## src/rtl/csi_fwu_pkg.sv

```systemverilog
// Shared types, constants and field-extraction functions for the CSI float word unpacker.
// Used by every module under rtl; has no dependencies of its own.
package csi_fwu_pkg;

    localparam int NUM_ENTRIES = 256;
    localparam int ADDR_W      = $clog2(NUM_ENTRIES);
    localparam int INDEX_W     = 8;
    localparam int WORD_W      = 32;
    localparam int DATA_W      = 32;
    localparam int MAX_W       = 9;
    localparam int SHIFT_W     = 10;
    localparam int MAG_W       = 14;
    localparam int POS_W       = 4;
    localparam int CFG_IDX_W   = 2;
    localparam int CFG_DATA_W  = 5;

    localparam logic [CFG_IDX_W-1:0] CFG_TARGET_BITS   = 2'd0;
    localparam logic [CFG_IDX_W-1:0] CFG_AUTOSCALE_ON  = 2'd1;
    localparam logic [CFG_IDX_W-1:0] CFG_MANTISSA_BITS = 2'd2;
    localparam logic [CFG_IDX_W-1:0] CFG_EXPONENT_BITS = 2'd3;

    localparam logic REQ_LOAD = 1'b0;
    localparam logic REQ_READ = 1'b1;

    localparam logic [4:0] TARGET_BITS_RST   = 5'd10;
    localparam logic [3:0] MANTISSA_BITS_RST = 4'd12;
    localparam logic [3:0] EXPONENT_BITS_RST = 4'd6;

    typedef struct packed {
        logic [4:0] target_bits;
        logic       autoscale_on;
        logic [3:0] mantissa_bits;
        logic [3:0] exponent_bits;
    } t_cfg;

    // A 4-bit register never exceeds 15, so only the lower limit needs clamping.
    function automatic logic [3:0] man_width(input logic [3:0] m);
        logic [3:0] r;
        r = m;
        if (m < 4'd2) begin
            r = 4'd2;
        end
        return r;
    endfunction

    function automatic logic [3:0] exp_width(input logic [3:0] e);
        logic [3:0] r;
        r = e;
        if (e < 4'd2) begin
            r = 4'd2;
        end else if (e > 4'd8) begin
            r = 4'd8;
        end
        return r;
    endfunction

    function automatic logic signed [MAX_W-1:0] neg_half(input logic [3:0] ne);
        logic [9:0] full;
        full = 10'd0 - (10'd1 << (ne - 4'd1));
        return $signed(full[MAX_W-1:0]);
    endfunction

    function automatic logic signed [MAX_W-1:0] word_exponent(input logic [WORD_W-1:0] w,
                                                              input logic [3:0] ne);
        logic [7:0] mask;
        logic [7:0] raw;
        logic [9:0] full;
        mask = 8'((9'd1 << ne) - 9'd1);
        raw  = w[7:0] & mask;
        full = {2'b00, raw};
        if (raw[3'(ne - 4'd1)]) begin
            full = full - (10'd1 << ne);
        end
        return $signed(full[MAX_W-1:0]);
    endfunction

    function automatic logic [MAG_W-1:0] mag_field(input logic [WORD_W-1:0] w,
                                                   input logic [4:0] lsb,
                                                   input logic [3:0] nm);
        logic [14:0]       mask;
        logic [WORD_W-1:0] sh;
        mask = (15'd1 << (nm - 4'd1)) - 15'd1;
        sh   = w >> lsb;
        return MAG_W'(sh[14:0] & mask);
    endfunction

    function automatic logic [POS_W-1:0] msb_pos(input logic [MAG_W-1:0] x);
        logic [POS_W-1:0] p;
        p = '0;
        for (int i = 0; i < MAG_W; i++) begin
            if (x[i]) begin
                p = POS_W'(i);
            end
        end
        return p;
    endfunction

endpackage

```

## src/rtl/csi_fwu_scale.sv

```systemverilog
// Scales one mantissa magnitude by a signed shift and applies its sign.
// Depends on csi_fwu_pkg for widths.
module csi_fwu_scale (
    input  logic [csi_fwu_pkg::MAG_W-1:0]          i_mag,
    input  logic                                   i_neg,
    input  logic signed [csi_fwu_pkg::SHIFT_W-1:0] i_shift,
    input  logic [3:0]                             i_man_width,
    output logic [csi_fwu_pkg::DATA_W-1:0]         o_value
);
    import csi_fwu_pkg::*;

    logic signed [SHIFT_W-1:0] lim;
    logic signed [SHIFT_W-1:0] neg_shift;
    logic [DATA_W-1:0]         mag_ext;
    logic [DATA_W-1:0]         scaled;

    always_comb begin
        lim       = -$signed({6'd0, i_man_width});
        neg_shift = -i_shift;
        mag_ext   = DATA_W'(i_mag);
        if (i_shift < lim) begin
            scaled = '0;
        end else if (i_shift < 10'sd0) begin
            scaled = mag_ext >> neg_shift[3:0];
        end else if (i_shift < 10'sd32) begin
            scaled = mag_ext << i_shift[4:0];
        end else begin
            scaled = '0;
        end
        o_value = i_neg ? (DATA_W'(0) - scaled) : scaled;
    end

endmodule
```

## config.mk

```make
export PLATFORM = sky130hd
export DESIGN_NAME = csi_fwu_scale
export DESIGN_NICKNAME = d
export VERILOG_FILES = /design/src/rtl/csi_fwu_pkg.sv /design/src/rtl/csi_fwu_scale.sv
export SDC_FILE = /design/constraint.sdc
export NUM_CORES = 1
export LEC_CHECK = 0
export BUFFER_PORTS_ARGS = -buffer_cell sky130_fd_sc_hd__buf_2
export CAP_MARGIN = 40
export CORE_UTILIZATION = 60
export DETAILED_ROUTE_END_ITERATION = 10
export GPL_TIMING_DRIVEN = 0
export PLACE_DENSITY = 0.85
export SLEW_MARGIN = 20
export SYNTH_ARGS = -nofsm -noshare
export SYNTH_HDL_FRONTEND = slang
export SYNTH_SLANG_ARGS = --single-unit
```

## constraint.sdc

```tcl
create_clock -name vclk -period 5.6
set_input_delay 0.28 -clock vclk [all_inputs]
set_output_delay 0.28 -clock vclk [all_outputs]
set_load 0.01 [all_outputs]
```

; Word level (Yosys, flattened, before mapping)
; Index checks and enable logic that the tools add are counted.
[op_classes]
add_sub_neg = 3
order_cmp = 3
shifts = 2
muxes = 4
[op_table]
columns = operator, count
row1 = $mux W32, 4
row2 = $shl A14 B5 Y32, 1
row3 = $shr A14 B4 Y32, 1
row4 = $sub A1 B32 Y32 const A, 1
row5 = $lt A10 B1 Y1 const B, 1
row6 = $lt A10 B10 Y1, 1
row7 = $lt A10 B7 Y1 const B, 1
row8 = $neg A4 Y10, 1
row9 = $neg A4 Y4, 1
[totals]
register_bits = 0
input_bits = 29
out_inout_bits = 32
word_cells = 12

; Depth between registers and ports, before layout
[logic_depth]
ltp_word = 6
depth_mapped = 17
depth_no_buf = 14

; Worst setup path before layout
; No wires, ideal clock.
[synth_path]
kind = input port to output port
from = input i_man_width[0]
to = output o_value[22] (netlist name)
arrival_ns = 3.814
t_required_ns = 5.320
slack_ns = 1.506
stages = 16
n_path_buf = 3
path_cell_list = inv_1 > ha_1 > nor3b_1 > ha_1 > a2111oi_0 > o21ai_0 > a31oi_1 > buf_1 > clkbuf_1 > nand2b_1 > ha_1 > clkbuf_1 > nand3_1 > o311ai_4 > nand3_1 > xnor2_1
[synth_via]
elab_chain_len = 5
[synth_lines]
columns = item, line
row1 = start: declaration, csi_fwu_scale.sv:7  ; input logic [3:0] i_man_width,
row2 = $neg A4 Y10 *, csi_fwu_scale.sv:18  ; lim = -$signed({6'd0, i_man_width});
row3 = $lt A10 B10 Y1 *, csi_fwu_scale.sv:21  ; if (i_shift < lim) begin
row4 = $mux W32 *, csi_fwu_scale.sv:21
row5 = $sub A1 B32 Y32, csi_fwu_scale.sv:30  ; o_value = i_neg ? (DATA_W'(0) - scaled) : scaled;
row6 = $mux W32 *, csi_fwu_scale.sv:30
row7 = end: declaration, csi_fwu_scale.sv:8  ; output logic [csi_fwu_pkg::DATA_W-1:0] o_value
; Every way passes the cells marked *; elsewhere a longest branch is shown, timed or not.

; Worst setup path in the final report
[layout_path]
from = input i_man_width[0]
to = output o_value[24] (netlist name)
; The elaborated chain is that of the path after synthesis.

==> summary.md <==
| Metric | Value |
|---|---|
| Nature of the critical path endpoint | primary output |
| Initial Utilization | 0.642 |
| Worst Hold Launch | i_neg |
| Power per cell area | 125 mW/mm2 |
| Pin count of the biggest net entering global routing | 11 |
| DIE WIDTH | 76.8 um |
| Clk_buf instances | 0 |
| Worst path slowest cell | o311ai_4 |
| Setup Buffers After CTS | 0 |
| FF+latch count | 0 |
| Critical-path cell list | buf_2 > inv_1 > ha_1 > nor3b_1 > ha_1 > a2111oi_0 > o21ai_0 > a31oi_1 > buf_1 > clkbuf_1 > nand2b_1 > ha_1 > clkbuf_1 > nand3_1 > o311ai_4 > nand2_1 > o211a_1 > buf_2 |
| Leakage | 1.62 nW |
| Part of the cycle the worst path needs | 0.918 |
| Startpoint Class | primary input |
| Port Buffers | 60 |
| WP data arrival | slightly below 5 ns |
| Vias/cell | approximately 7.1 |
| Post-Syn Area per Cell | 7.26 um2 |
| Synth area leaders | mux4_2 (8.7%), mux2i_1 (8.3%), mux2_2 (5.4%) |
| CP required | roughly 5.3 ns |
| Gr usage total | 0.374 |
| Sum Neg Setup Slack | 0 ns |
| Final setup viols | 0 |
| Area leader, netlist | mux4_2 |
| Worst slew pin tran | between 0.7 and 0.8 ns |
| Drt first pass iters | 5 |
| Dpl hpwl | 8.85 mm |
| Largest stage delay, worst path | 0.52 ns |
| Synth Warn # | 0 |
| Wire length per cell | between 15 and 20 um |
| Net Count, Synth | 505 |
| RD Place Congestion | 0.980 |
| Min cycle time layout | 5.14 ns |
| Detail Route Antenna Nets | 0 |
| Placed cell area | 0.00375 mm2 |
| Area fraction of the dominant cell type after synthesis | 0.0871 |
| Post-Syn Area | 0.00336 mm2 |
| Hold Path Sink | o_value[12] |
| Final Max Slew Viols | 0 |
| Initial antenna violation count | 0 |
| Cell variety after synth | 85 |
| Register area share after synthesis | 0 |
| Max-slew headroom | 0.475 |
| Status | complete, no violations |
| Share of post-route cells with drive strength above 1 | 0.234 |
| Cell area after layout | 0.00376 mm2 |
| Peak Freq | 195 MHz |
| Hold Buf Count CTS | 0 |
| Crit Path Max Fanout | 10 |
| Vias in the first global route | 3728 |
| Rows | 26 |
| Nets@finish | 569 |
| VDD IR max | 0.0936 mV |
| CP bufs+invs | 6 |
| Layout area overhead | 11.8% |
| MaxCap Viol Count | 0 |
| Die area | 0.00590 mm2 |
| Crit Path Class | primary input to primary output |
| Synthesized netlist cell count | 463 |
| Initial drt markers | 646 |
| Final Hold Fails | 0 |
| # resized after CTS | 0 |
| Vias | 4205 |
| # IOs | 61 |
| Crit-path leading delay family | compound AO/OA/AOI/OAI gates |
| Total wire length | between 10 and 15 mm |
| Die Y | 76.8 um |
| Total grt overflow | 0 |
| Core area | 0.00524 mm2 |
| Most instantiated cells after synthesis | nor2_1 (48), nand2_1 (37), mux2i_1 (28), nand3_1 (25), a21oi_1 (22) |
| # diodes | 0 |
| Most common cell in the netlist | nor2_1 |
| RSZ-0062 raised after global routing | false |
| Seq. cell area | 0 um2 |
| DRC | 0 |
| First-pass GRT wire length | 18.2 mm |
| Most Frequent Cell on Critical Path | ha_1 |
| HP Class | primary input to primary output |
| Hold Crit Depth | 4 |
## stage by stage
step                utilization  worst slack [ns]  hold slack, ns  total power, mW  cells
finish                    0.717             0.459            1.02            0.468    595
global route              0.717            0.0291            1.06            0.504    595
CTS                       0.716             0.478            1.02            0.456    594
detailed placement        0.716             0.493            1.02            0.454    594
global placement          0.716             0.684            1.02            0.446    593
floorplan                     -              1.51           0.767            0.329    463
## area by class of cell
type / count / area [um2]
inverter: 18 / 67.6
timing repair buffer: 62 / 309
tap: 70 / 87.6
fill: 476 / 1480
multi-input combinational: 412 / 3120
buffer: 33 / 170
## layer usage
metal / global-route usage / vias to the layer above / share of wire
li1: - / 1907 / -
met2: 0.625 / 311 / 0.46
met3: 0.0417 / 39 / 0.11
met5: 0 / - / 0
met1: 0.506 / 1948 / 0.40
met4: 0.0942 / 0 / 0.027
## layout by cell type (no fill, tap or decap), types with 4 or more instances in the layout
cell type	synthesis	final
a21oi_1	22	22
a31oi_1	6	6
buf_2	3	63
clkbuf_1	21	21
ha_1	13	13
inv_1	17	17
mux2_2	16	16
mux2i_1	28	28
mux4_2	13	13
nand2_1	37	37
nand2b_1	13	13
nand3_1	25	25
nand3b_1	5	5
nand4_1	6	6
nor2_1	48	48
nor2b_1	7	7
nor3_1	11	11
nor4_1	4	4
o211ai_1	5	5
o21a_1	6	6
o21ai_0	17	17
o22a_1	6	6
o22ai_1	8	8
o31a_1	4	4
o31ai_1	4	4
o32ai_1	5	5
or2_2	4	4
or3_1	6	6
xnor2_1	13	13
xor2_1	7	7
## how the worst max path moves through the flow
stage | from | endpoint | slack, ns | cells after the start
finish | i_man_width[0] | o_value[24] | 0.46 | 18
global route | i_man_width[0] | o_value[24] | 0.03 | 18
CTS | i_man_width[0] | o_value[24] | 0.48 | 18
detailed placement | i_man_width[0] | o_value[24] | 0.49 | 18
global placement | i_man_width[0] | o_value[24] | 0.68 | 18
floorplan | i_man_width[0] | o_value[22] | 1.51 | 16
## worst min-delay path, stage by stage
cell      delay [ns]
buf_2           0.13
o311ai_4        0.12
xnor2_1         0.08
buf_2           0.13
## kinds of logic (layout without fill, tap and decap cells)
logic type,Yosys count,count (layout),synth area share
buffers and inverters,51,113,0.0707
AOI/OAI and AO/OA,129,129,0.286
and+or+nand+nor,190,190,0.303
xor gates and xnor gates,20,20,0.0521
muxes,60,60,0.239
adders and majority gates,13,13,0.0484
## power by group
part,switching (mW),internal [mW],leakage [nW]
combinational,0.277,0.192,1.62
sequential,0,0,0
clock,0,0,0
total,0.277,0.192,1.62
(Power assumes the default switching activity.)
